`src/design/ppsc_pkg.sv`:
```
`default_nettype none
package ppsc_pkg;

  // Timer width; configuration fields are 16 bits regardless.
  localparam int TIMER_WIDTH = 16;
  localparam int CFG_W       = 16;
  localparam int APB_DATA_W  = 32;
  localparam int APB_ADDR_W  = 4;

  typedef logic [TIMER_WIDTH-1:0] timer_t;
  typedef logic [CFG_W-1:0]       cfg_word_t;

  localparam timer_t    TIMER_MAX          = '1;
  localparam cfg_word_t PULSE_WIDTH_RESET  = 16'd500;
  localparam cfg_word_t WAKE_DELAY_RESET   = 16'd500;
  localparam cfg_word_t COOLDOWN_RESET     = 16'd300;

  typedef enum logic [1:0] {
    REG_ENABLE      = 2'd0,
    REG_PULSE_WIDTH = 2'd1,
    REG_WAKE_DELAY  = 2'd2,
    REG_COOLDOWN    = 2'd3
  } reg_idx_t;

  typedef enum logic [2:0] {
    ST_ENQ      = 3'd0,
    ST_INVALID  = 3'd1,
    ST_COOLDOWN = 3'd2,
    ST_BUSY     = 3'd3,
    ST_TICK     = 3'd4
  } status_t;

  typedef struct packed {
    logic      enable;
    cfg_word_t pulse_width;
    cfg_word_t wake_delay;
    cfg_word_t cooldown;
  } cfg_t;

  typedef struct packed {
    status_t status;
    logic    line_out;
    logic    busy_res;
    logic    done_res;
  } result_t;

  // Load a register value into a timer, saturating if the timer is narrower.
  function automatic timer_t timer_load(input cfg_word_t v);
    logic [CFG_W+TIMER_WIDTH-1:0] wide;
    logic [CFG_W+TIMER_WIDTH-1:0] lim;
    wide = (CFG_W+TIMER_WIDTH)'(v);
    lim  = (CFG_W+TIMER_WIDTH)'(TIMER_MAX);
    if (wide > lim) begin
      return TIMER_MAX;
    end
    return wide[TIMER_WIDTH-1:0];
  endfunction

endpackage
`default_nettype wire

```
`src/design/ppsc_req_if.sv`:
```
`default_nettype none
interface ppsc_req_if;
  logic       valid;
  logic       ready;
  logic       action;
  logic [2:0] pulse_count;

  modport source (output valid, action, pulse_count, input ready);
  modport sink   (input valid, action, pulse_count, output ready);
endinterface
`default_nettype wire

```
`src/design/ppsc_rsp_if.sv`:
```
`default_nettype none
interface ppsc_rsp_if;
  logic              valid;
  logic              ready;
  ppsc_pkg::status_t status;
  logic              line_out;
  logic              busy_res;
  logic              done_res;

  modport source (output valid, status, line_out, busy_res, done_res, input ready);
  modport sink   (input valid, status, line_out, busy_res, done_res, output ready);
endinterface
`default_nettype wire

```
`src/design/ppsc_cfg_regs.sv`:
```
`default_nettype none
module ppsc_cfg_regs (
  input  wire logic                            clk,
  input  wire logic                            rst,
  input  wire logic                            psel,
  input  wire logic                            penable,
  input  wire logic                            pwrite,
  input  wire logic [ppsc_pkg::APB_ADDR_W-1:0] paddr,
  input  wire logic [ppsc_pkg::APB_DATA_W-1:0] pwdata,
  output logic      [ppsc_pkg::APB_DATA_W-1:0] prdata,
  output logic                                 pready,
  output ppsc_pkg::cfg_t                       cfg
);

  ppsc_pkg::reg_idx_t idx;
  logic               wr;

  assign pready = 1'b1;
  assign idx    = ppsc_pkg::reg_idx_t'(paddr[3:2]);
  assign wr     = psel && penable && pwrite && pready;

  always_ff @(posedge clk) begin
    if (rst) begin
      cfg.enable      <= 1'b0;
      cfg.pulse_width <= ppsc_pkg::PULSE_WIDTH_RESET;
      cfg.wake_delay  <= ppsc_pkg::WAKE_DELAY_RESET;
      cfg.cooldown    <= ppsc_pkg::COOLDOWN_RESET;
    end else if (wr) begin
      case (idx)
        ppsc_pkg::REG_ENABLE:      cfg.enable      <= pwdata[0];
        ppsc_pkg::REG_PULSE_WIDTH: cfg.pulse_width <= pwdata[ppsc_pkg::CFG_W-1:0];
        ppsc_pkg::REG_WAKE_DELAY:  cfg.wake_delay  <= pwdata[ppsc_pkg::CFG_W-1:0];
        ppsc_pkg::REG_COOLDOWN:    cfg.cooldown    <= pwdata[ppsc_pkg::CFG_W-1:0];
        default: ;
      endcase
    end
  end

  always_comb begin
    case (idx)
      ppsc_pkg::REG_ENABLE:      prdata = ppsc_pkg::APB_DATA_W'(cfg.enable);
      ppsc_pkg::REG_PULSE_WIDTH: prdata = ppsc_pkg::APB_DATA_W'(cfg.pulse_width);
      ppsc_pkg::REG_WAKE_DELAY:  prdata = ppsc_pkg::APB_DATA_W'(cfg.wake_delay);
      ppsc_pkg::REG_COOLDOWN:    prdata = ppsc_pkg::APB_DATA_W'(cfg.cooldown);
      default:                   prdata = '0;
    endcase
  end

endmodule
`default_nettype wire

```
`src/design/ppsc_seq.sv`:
```
`default_nettype none
module ppsc_seq (
  input  wire logic           clk,
  input  wire logic           rst,
  input  wire logic           fire,
  input  wire logic           action,
  input  wire logic [2:0]     pulse_count,
  input  ppsc_pkg::cfg_t      cfg,
  output ppsc_pkg::result_t   res
);

  typedef enum logic [1:0] {
    PH_IDLE = 2'd0,
    PH_HIGH = 2'd1,
    PH_GAP  = 2'd2
  } phase_t;

  phase_t           phase, phase_next;
  ppsc_pkg::timer_t phase_timer, phase_timer_next;
  ppsc_pkg::timer_t cool_timer, cool_timer_next;
  logic             pend, pend_next;
  logic             count_ok;
  logic             timer_end;
  phase_t           phase_cur;

  assign count_ok  = (pulse_count == 3'd1) || (pulse_count == 3'd2);
  assign timer_end = (phase_timer <= ppsc_pkg::timer_t'(1));

  // Unreachable code 3 folds to idle.
  always_comb begin
    case (phase)
      PH_HIGH: phase_cur = PH_HIGH;
      PH_GAP:  phase_cur = PH_GAP;
      default: phase_cur = PH_IDLE;
    endcase
  end

  always_comb begin
    phase_next       = phase_cur;
    phase_timer_next = phase_timer;
    cool_timer_next  = cool_timer;
    pend_next        = pend;
    res.status       = ppsc_pkg::ST_TICK;
    res.done_res     = 1'b0;
    if (action) begin
      if (!cfg.enable) begin
        res.status = ppsc_pkg::ST_BUSY;
      end else if (!count_ok) begin
        res.status = ppsc_pkg::ST_INVALID;
      end else if (cool_timer != '0) begin
        res.status = ppsc_pkg::ST_COOLDOWN;
      end else if (phase_cur != PH_IDLE) begin
        res.status = ppsc_pkg::ST_BUSY;
      end else begin
        res.status       = ppsc_pkg::ST_ENQ;
        pend_next        = (pulse_count == 3'd2);
        phase_next       = PH_HIGH;
        phase_timer_next = ppsc_pkg::timer_load(cfg.pulse_width);
      end
    end else begin
      case (phase_cur)
        PH_HIGH: begin
          if (!timer_end) begin
            phase_timer_next = phase_timer - ppsc_pkg::timer_t'(1);
          end else if (pend) begin
            pend_next = 1'b0;
            if (cfg.wake_delay == '0) begin
              phase_timer_next = ppsc_pkg::timer_load(cfg.pulse_width);
            end else begin
              phase_next       = PH_GAP;
              phase_timer_next = ppsc_pkg::timer_load(cfg.wake_delay);
            end
          end else begin
            phase_next       = PH_IDLE;
            phase_timer_next = '0;
            cool_timer_next  = ppsc_pkg::timer_load(cfg.cooldown);
            res.done_res     = 1'b1;
          end
        end
        PH_GAP: begin
          if (timer_end) begin
            phase_next       = PH_HIGH;
            phase_timer_next = ppsc_pkg::timer_load(cfg.pulse_width);
          end else begin
            phase_timer_next = phase_timer - ppsc_pkg::timer_t'(1);
          end
        end
        default: begin
          if (cool_timer != '0) begin
            cool_timer_next = cool_timer - ppsc_pkg::timer_t'(1);
          end
        end
      endcase
    end
    res.line_out = (phase_next == PH_HIGH);
    res.busy_res = (phase_next != PH_IDLE);
  end

  always_ff @(posedge clk) begin
    if (rst) begin
      phase       <= PH_IDLE;
      phase_timer <= '0;
      cool_timer  <= '0;
      pend        <= 1'b0;
    end else if (fire) begin
      phase       <= phase_next;
      phase_timer <= phase_timer_next;
      cool_timer  <= cool_timer_next;
      pend        <= pend_next;
    end
  end

  a_cool_only_idle: assert property (@(posedge clk) disable iff (rst)
    cool_timer != '0 |-> phase == PH_IDLE)
    else $error("cooldown running during a sequence");

  a_gap_no_pending: assert property (@(posedge clk) disable iff (rst)
    phase == PH_GAP |-> !pend)
    else $error("second pulse still pending in wake gap");

  a_enq_starts: assert property (@(posedge clk) disable iff (rst)
    fire && action && res.status == ppsc_pkg::ST_ENQ |=> phase == PH_HIGH)
    else $error("accepted request did not start a pulse");

  a_done_idle: assert property (@(posedge clk) disable iff (rst)
    fire && res.done_res |=> phase == PH_IDLE && cool_timer == $past(cool_timer_next))
    else $error("completion without return to idle");

endmodule
`default_nettype wire

```
`src/design/pulse_pair_sequencer_with_cooldown_core.sv`:
```
`default_nettype none
// Channel   Dir   Beat payload                                  Handshake
// req       in    action, pulse_count                           valid/ready
// rsp       out   status, line_out, busy_res, done_res          valid/ready
// apb       in    enable, pulse_width, wake_delay, cooldown     psel/penable, pready=1
//
// One beat in, one beat out. A request beat is evaluated against the current
// sequencer state in the cycle it is taken and its result lands in the output
// register on the same edge; throughput is 1 beat/cycle while rsp.ready is high.
// The output register is the only stage: req.ready drops only while a result
// is held and rsp.ready is low. Synchronous reset clears sequencer state and
// the output valid; configuration returns to enable=0, 500/500/300 ticks.
module pulse_pair_sequencer_with_cooldown_core (
  input  wire logic                            clk,
  input  wire logic                            rst,
  ppsc_req_if.sink                             req,
  ppsc_rsp_if.source                           rsp,
  input  wire logic                            psel,
  input  wire logic                            penable,
  input  wire logic                            pwrite,
  input  wire logic [ppsc_pkg::APB_ADDR_W-1:0] paddr,
  input  wire logic [ppsc_pkg::APB_DATA_W-1:0] pwdata,
  output logic      [ppsc_pkg::APB_DATA_W-1:0] prdata,
  output logic                                 pready
);

  ppsc_pkg::cfg_t    cfg;
  ppsc_pkg::result_t res;
  ppsc_pkg::result_t out_data;
  logic              out_valid;
  logic              fire;

  ppsc_cfg_regs u_cfg (
    .clk     (clk),
    .rst     (rst),
    .psel    (psel),
    .penable (penable),
    .pwrite  (pwrite),
    .paddr   (paddr),
    .pwdata  (pwdata),
    .prdata  (prdata),
    .pready  (pready),
    .cfg     (cfg)
  );

  // Take a new beat whenever the output slot is free or being drained.
  assign req.ready = !out_valid || rsp.ready;
  assign fire      = req.valid && req.ready;

  ppsc_seq u_seq (
    .clk         (clk),
    .rst         (rst),
    .fire        (fire),
    .action      (req.action),
    .pulse_count (req.pulse_count),
    .cfg         (cfg),
    .res         (res)
  );

  // Output valid: set by an accepted beat, cleared once the result is taken.
  always_ff @(posedge clk) begin
    if (rst) begin
      out_valid <= 1'b0;
    end else if (fire) begin
      out_valid <= 1'b1;
    end else if (rsp.ready) begin
      out_valid <= 1'b0;
    end
  end

  // Result payload, no reset needed.
  always_ff @(posedge clk) begin
    if (fire) begin
      out_data <= res;
    end
  end

  assign rsp.valid    = out_valid;
  assign rsp.status   = out_data.status;
  assign rsp.line_out = out_data.line_out;
  assign rsp.busy_res = out_data.busy_res;
  assign rsp.done_res = out_data.done_res;

  a_no_overwrite: assert property (@(posedge clk) disable iff (rst)
    out_valid && !rsp.ready |-> !fire)
    else $error("held result overwritten");

  a_fire_sets_valid: assert property (@(posedge clk) disable iff (rst)
    fire |=> out_valid)
    else $error("accepted beat produced no result");

  a_done_is_tick: assert property (@(posedge clk) disable iff (rst)
    out_valid && out_data.done_res |-> out_data.status == ppsc_pkg::ST_TICK && !out_data.busy_res)
    else $error("completion flagged on a non-tick beat");

endmodule
`default_nettype wire
```
`src/flat_wrapper.sv`:
```
// flat-port wrapper written by rule: the top's interface ports become plain ports
module pulse_pair_sequencer_with_cooldown_core_flat 
  (clk, rst, psel, penable, pwrite, paddr, pwdata, prdata, pready, req_valid, req_action, req_pulse_count, req_ready, rsp_valid, rsp_status, rsp_line_out, rsp_busy_res, rsp_done_res, rsp_ready);
  ppsc_req_if req_i ();
  ppsc_rsp_if rsp_i ();
  input  wire logic clk;
  input  wire logic rst;
  input  wire logic psel;
  input  wire logic penable;
  input  wire logic pwrite;
  input  wire logic [ppsc_pkg::APB_ADDR_W-1:0] paddr;
  input  wire logic [ppsc_pkg::APB_DATA_W-1:0] pwdata;
  output logic      [ppsc_pkg::APB_DATA_W-1:0] prdata;
  output logic pready;
  input wire logic [$bits(req_i.valid)-1:0] req_valid;
  input wire logic [$bits(req_i.action)-1:0] req_action;
  input wire logic [$bits(req_i.pulse_count)-1:0] req_pulse_count;
  output wire logic [$bits(req_i.ready)-1:0] req_ready;
  output wire logic [$bits(rsp_i.valid)-1:0] rsp_valid;
  output wire logic [$bits(rsp_i.status)-1:0] rsp_status;
  output wire logic [$bits(rsp_i.line_out)-1:0] rsp_line_out;
  output wire logic [$bits(rsp_i.busy_res)-1:0] rsp_busy_res;
  output wire logic [$bits(rsp_i.done_res)-1:0] rsp_done_res;
  input wire logic [$bits(rsp_i.ready)-1:0] rsp_ready;
  assign req_i.valid = req_valid;
  assign req_i.action = req_action;
  assign req_i.pulse_count = req_pulse_count;
  assign req_ready = req_i.ready;
  assign rsp_valid = rsp_i.valid;
  assign rsp_status = rsp_i.status;
  assign rsp_line_out = rsp_i.line_out;
  assign rsp_busy_res = rsp_i.busy_res;
  assign rsp_done_res = rsp_i.done_res;
  assign rsp_i.ready = rsp_ready;
  pulse_pair_sequencer_with_cooldown_core u_core (.clk(clk), .rst(rst), .req(req_i), .rsp(rsp_i), .psel(psel), .penable(penable), .pwrite(pwrite), .paddr(paddr), .pwdata(pwdata), .prdata(prdata), .pready(pready));
endmodule
```
`config.mk`:
```
export PLATFORM = sky130hd
export DESIGN_NAME = pulse_pair_sequencer_with_cooldown_core_flat
export DESIGN_NICKNAME = d
export VERILOG_FILES = /design/src/design/ppsc_pkg.sv /design/src/design/ppsc_req_if.sv /design/src/design/ppsc_rsp_if.sv /design/src/design/ppsc_cfg_regs.sv /design/src/design/ppsc_seq.sv /design/src/design/pulse_pair_sequencer_with_cooldown_core.sv /design/src/flat_wrapper.sv
export SDC_FILE = /design/constraint.sdc
export NUM_CORES = 1
export LEC_CHECK = 0
export ABC_CLOCK_PERIOD_IN_PS = 3300
export BUFFER_PORTS_ARGS = -buffer_cell sky130_fd_sc_hd__buf_2
export CELL_PAD_IN_SITES_DETAIL_PLACEMENT = 2
export CELL_PAD_IN_SITES_GLOBAL_PLACEMENT = 2
export CORE_ASPECT_RATIO = 0.8
export CORE_MARGIN = 2
export CORE_UTILIZATION = 35
export CTS_CLUSTER_DIAMETER = 120
export DETAILED_ROUTE_END_ITERATION = 10
export HOLD_SLACK_MARGIN = 0.05
export PLACE_DENSITY = 0.82
export REMOVE_ABC_BUFFERS = 1
export SETUP_SLACK_MARGIN = 0.5
export SLEW_MARGIN = 0
export SYNTH_ARGS = -nofsm -noshare
export SYNTH_HDL_FRONTEND = slang
export SYNTH_HIERARCHICAL = 1
export SYNTH_SLANG_ARGS = --single-unit
```
`constraint.sdc`:
```
create_clock -name clk -period 3.3 [get_ports clk]
set_clock_uncertainty 0.1 [all_clocks]
set_input_delay 0 -clock clk [delete_from_list [all_inputs] [get_ports clk]]
set_output_delay 0 -clock clk [all_outputs]
set_load 0.05 [all_outputs]
```
---- Word level (Yosys, flattened, before mapping) ----
Cells that the tools add are included.
storage, ports and cells
  register bits ........................... 91
  input port bits ......................... 47
  output and inout port bits .............. 41
  logic and storage cells ................. 100
cells by class
  add/subtract/negate cells ............... 2
  $lt $le $gt $ge ......................... 1
  eq/ne operators ......................... 16
  mux-type cells .......................... 40
  bitwise logic cells ..................... 4
  reduce and logical (&&, ||, !) cells .... 24
operator list
  operator                                                         count
  2-to-1 mux 16 bit                                                12
  one-hot mux 32 bit (4 select lines)                              1
  one-hot mux 16 bit (2 select lines)                              2
  subtractor 16 x 1 -> 16 bit, second input constant               2
  2-to-1 mux 2 bit                                                 13
  less-or-equal comparator 16 x 1 -> 1 bit, second input constant  1
  zero test 16 bit                                                 1
  nonzero test 16 bit                                              1
  AND reduction 6 bit                                              2
  nonzero test 2 bit                                               6
  2-to-1 mux 1 bit                                                 10
  equality test 2 x 1 -> 1 bit, second input constant              4
  equality test 2 bit, second input constant                       4
  != test 2 bit, second input constant                             4
  one-hot mux 2 bit (2 select lines)                               2
  AND reduction 2 bit                                              4
  AND reduction 7 bit                                              1
  != test 2 x 1 -> 1 bit, second input constant                    2
  inverter 1 bit                                                   4
  equality test 3 x 1 -> 1 bit, second input constant              1
  equality test 3 x 2 -> 1 bit, second input constant              1
  logical AND 1 bit                                                3
  nonzero test 3 bit                                               1
  OR reduction 3 bit                                               1
  3 further kinds                                                  4

---- Depth between registers and ports, before layout ----
  depth after elaboration ................. 9
  depth in mapped cells ................... 10
  depth with buffers taken out ............ 8

---- Hierarchy ----
The synthesis kept the hierarchy.
by module, submodules not included
  module                                   instances  cells each  area each (µm²)  sequential area each (µm²)
  ppsc_seq                                 1          394         2,919.0          700.7
  ppsc_cfg_regs                            1          247         2,478.6          980.9
  pulse_pair_sequencer_with_cooldown_core  1          11          235.2            200.2

---- Worst setup path before layout ----
No wires, ideal clock.
  kind .................................... register to register
  start point ............................. register u_core.out_valid, in the netlist u_core/rsp.valid
  end point ............................... register u_core.u_seq.phase_timer[13]
  library setup time ...................... 86 ps
  arrival ................................. 2,473 ps
  data required time ...................... 3,114 ps
  setup slack ............................. 641 ps
  stages on the path, launching flop included .. 9
  buffers on the path ..................... 2
  period minus slack after synthesis ...... 2,659 ps
  cell sequence ........................... dfxtp_1 > nand2b_4 > and2_4 > buf_1 > and4b_1 > a41oi_2 > clkbuf_1 > a21oi_1 > a211oi_1
on the way
  word-level cells in the longest chain between the ends .. 4
ends and longest elaborated chain
  element                        line                                           source
  start, declared                pulse_pair_sequencer_with_cooldown_core.sv:30  logic out_valid;
  start signal, assigned         pulse_pair_sequencer_with_cooldown_core.sv:63  out_valid <= 1'b0;
  start signal, assigned         pulse_pair_sequencer_with_cooldown_core.sv:65  out_valid <= 1'b1;
  start signal, assigned         pulse_pair_sequencer_with_cooldown_core.sv:67  out_valid <= 1'b0;
  zero test 1 bit                pulse_pair_sequencer_with_cooldown_core.sv:47  assign req.ready = !out_valid || rsp.ready;
  logical OR 1 bit               pulse_pair_sequencer_with_cooldown_core.sv:47
  named net req_ready            flat_wrapper.sv:18                             output wire logic [$bits(req_i.ready)-1:0] req_ready;
  logical AND 1 bit              pulse_pair_sequencer_with_cooldown_core.sv:48  assign fire = req.valid && req.ready;
  named net u_core.fire          pulse_pair_sequencer_with_cooldown_core.sv:31  logic fire;
  AND reduction 6 bit (no line)  --
  end signal, assigned           ppsc_seq.sv:107                                phase_timer <= phase_timer_next;
  end, declared                  ppsc_seq.sv:19                                 ppsc_pkg::timer_t phase_timer, phase_timer_next;
The timed path passes the listed nets, and every way through them passes these cells.
A chain may end at the register's enable or synchronous reset.

==> impl_metrics.ini <==
[sta]
slew_viol_final = 0
rsz0062_at_grt = false
setup_viol = 0
worstMarginPinSlew_ns = 0.772
max_freq_mhz = 372
relSlewSlack_pct = 48.4
fin_crit_sh_pct = 81.5
fin_setup_tns_ns = 0
finalHoldViolations = 0
finalCriticalPeriod_ns = 2.69

[logic_synthesis]
avgSynthCellArea_um2 = 8.64
synth_xor_xnor_area_share_pct = 1.40
async_flop_share_pct = 0
synth_top_family_by_area = simple AND/OR/NAND/NOR gates
synth-adder-area-share_pct = 1.33
synth_top_area_cell = dfxtp_1
muxShareOfSynthArea_pct = 12.5
yosys.area_share.simple_pct = 23.9
synth_compound_area_share_pct = 20.2
synth.top_cells.by_area = dfxtp_1, mux2i_1, nand2b_1
seq_area_frac_synth_pct = 33.4
synth_cell_types = 81
syn_inst = 652
yosysWarnings = 6
synth_area_um2 = 5630
synth_top_area_share_pct = 30.2
ys.flop_type = dfxtp_1
synth-seq-cells = 91
synth_edf_count = 6

[floorplanning]
fp.dieH_um = 117
start_util_pct = 35.8
die_area_um2 = 17100
chipWidth_um = 146
rows = 41
boundaryPins = 88
core-area_um2 = 15700

[clocking]
clock-root-buffer = clkbuf_16
tritoncts = yes
clk_pin_slew_ns = 0.07
insertion_delay_ns = 0.36
clockBufferDepth = 2
htree_levels = 3
cts.sinks = 91
cts_inserted_buffers = 9

[grt]
grt_pass1_vias = 5643
antenna_found_initial = 0
grt_max_degree = 71
grt_overflow = 0
grt.total_usage_pct = 23.7
grt_pass1_wl_um = 31800

[critical_path]
critical_path_arrival_ns = 2.70
crit_path_top_delay_cell = or4b_2
endpoint_kind = register
worstPathRequired_ns = 3.31
max_stage_delay_ns = 0.64
crit_chain = inv_1 > ha_2 > or4b_2 > nor4_4 > buf_4 > a21oi_1 > a31oi_1 > and3_1 > nand2_1
worstSetupStartpointType = register
crit_fanout = 6
reg2reg_setup_slack_ns = 0.61
worstSetupPathType = register to register

[pwr]
p_per_area_nw_per_um2 = 709
vdd_drop_max_v = 0.000362
p_total_mw = 4.67
p_leak_nw = 2.64

[cells_and_area]
fin_area_um2 = 6590
diodes = 0
drive_gt1_share_pct = 19.3
finalNetCount = 757
synthToLayoutAreaGrowth_pct = 16.9

[routing]
firstDrtPassIters = 5
drc = 0
wl_per_cell_um = 22.4
viasPerCell = 5.69
ant_nets = 0
vias = 5256
drt_wl_total_um = 20700
drtIter0Drc = 219

[placement]
gp_congestion = 0.869
dp_hpwl_um = 14500
io_buffer_count = 52
place_area_um2 = 5980

[flow_run]
cap_violations = 0

[run_status]
status = finished, final reports clean

[hold_path]
hp-class = primary input to register
area by class of cell:
class	instances	area [µm²]
inverters	12	45.0
clock buffers	11	243
well taps	215	269
flip-flops and latches	91	1880
multi-input cells	500	3450
fillers	1767	9160
repair buffers	90	623
clock inverters	5	77.6
placed cells by master (no fill, tap or decap), types with 11 or more instances in the layout:
| cell | instances |
|---|---|
| dlygate4sd3_1 | 21 |
| a211oi_1 | 12 |
| a21oi_1 | 39 |
| nand2_1 | 34 |
| nor4_1 | 11 |
| buf_4 | 15 |
| dfxtp_1 | 85 |
| conb_1 | 17 |
| nand2b_1 | 50 |
| inv_1 | 12 |
| nor2_1 | 64 |
| o21ai_0 | 24 |
| buf_2 | 52 |
| a22o_1 | 21 |
| mux2_2 | 16 |
| mux2i_1 | 50 |
| nor3_1 | 18 |
state kept, by name, indices dropped and copies added (netlist names), 2 cells and up:
| name | count |
|---|---|
| u_core/u_seq/phase | 2 |
| u_core/u_seq/phase_timer | 16 |
| u_core/u_seq/cool_timer | 16 |
| u_core/u_cfg/cfg | 49 |
| u_core/rsp.status | 3 |
cells by family after synthesis:
group | Yosys count
AOI/OAI and AO/OA | 162
xor gates and xnor gates | 9
adders and majority gates | 6
buffers and inverters | 76
DFF | 91
muxes | 67
other | 2
and+or+nand+nor | 239
worst paths after layout:
| path | start | to | cells after the start |
|---|---|---|---|
| setup reg to reg | u_core/u_seq/cool_timer[0] | u_core/rsp.busy_res | 9 |
| hold reg to reg | u_core/u_cfg/cfg[4] | u_core/u_cfg/cfg[4] | 2 |
| hold / removal | rst | u_core/u_seq/cool_timer[13] | 2 |
| setup / recovery | u_core/u_seq/cool_timer[0] | u_core/rsp.busy_res | 9 |
through the flow:
stage	std cells	util [%]	hold slack (ns)	setup slack (ns)
after global placement	884	38.0	0.155	0.560
after global routing	924	41.8	0.107	0.510
after floorplan	603	-	-0.0376	0.715
after CTS	922	41.4	0.0743	0.509
final	924	41.8	0.0801	0.610
after detailed placement	884	38.0	0.161	0.403
worst max-delay path, delay by kind of cell, from the launching register on:
kind	cells	cell delay, ns
buf+inv	2	0.35
fa+ha+maj	1	0.27
compound gates	2	0.23
simple gates	4	1.13
flops	1	0.36
per-layer routing:
layer	GRT usage [%]	vias to the layer above	share of wire (%)
li1	-	2448	-
met1	31.4	2667	47
met2	40.0	124	48
met3	4.84	17	4.3
met4	4.84	0	1.1
met5	0	-	0
synth_stat cells (6+ instances only):
cell,n
nor2_1,66
buf_4,20
o21ai_1,9
nand2b_1,50
a22o_1,21
buf_2,11
nand3_1,9
a31oi_1,7
mux2_2,16
dfxtp_1,85
edfxtp_1,6
o21ai_0,24
nand2_1,34
nor3_1,18
clkbuf_1,25
ha_1,6
a221oi_1,6
nor4_1,11
a21oi_1,39
inv_1,12
mux2i_1,50
xnor2_1,6
a211oi_1,12
where the power goes:
part / switching (mW) / internal [mW] / total (mW) / leakage [nW]
clock network: 0.470 / 0.683 / 1.15 / 0.156
logic: 1.33 / 0.851 / 2.18 / 1.74
registers: 0.134 / 1.20 / 1.34 / 0.748
what timing repair did:
action / 4_1_cts / 5_1_grt
hold endpoints to repair: 59 / 0
hold buffers: 21 / 0
setup endpoints to repair: 9 / 27
buffers inserted: 1 / 2
gates resized for setup: 2 / 7
pin swaps: 2 / 1
No activity file was read; power rests on OpenSTA's default activity.
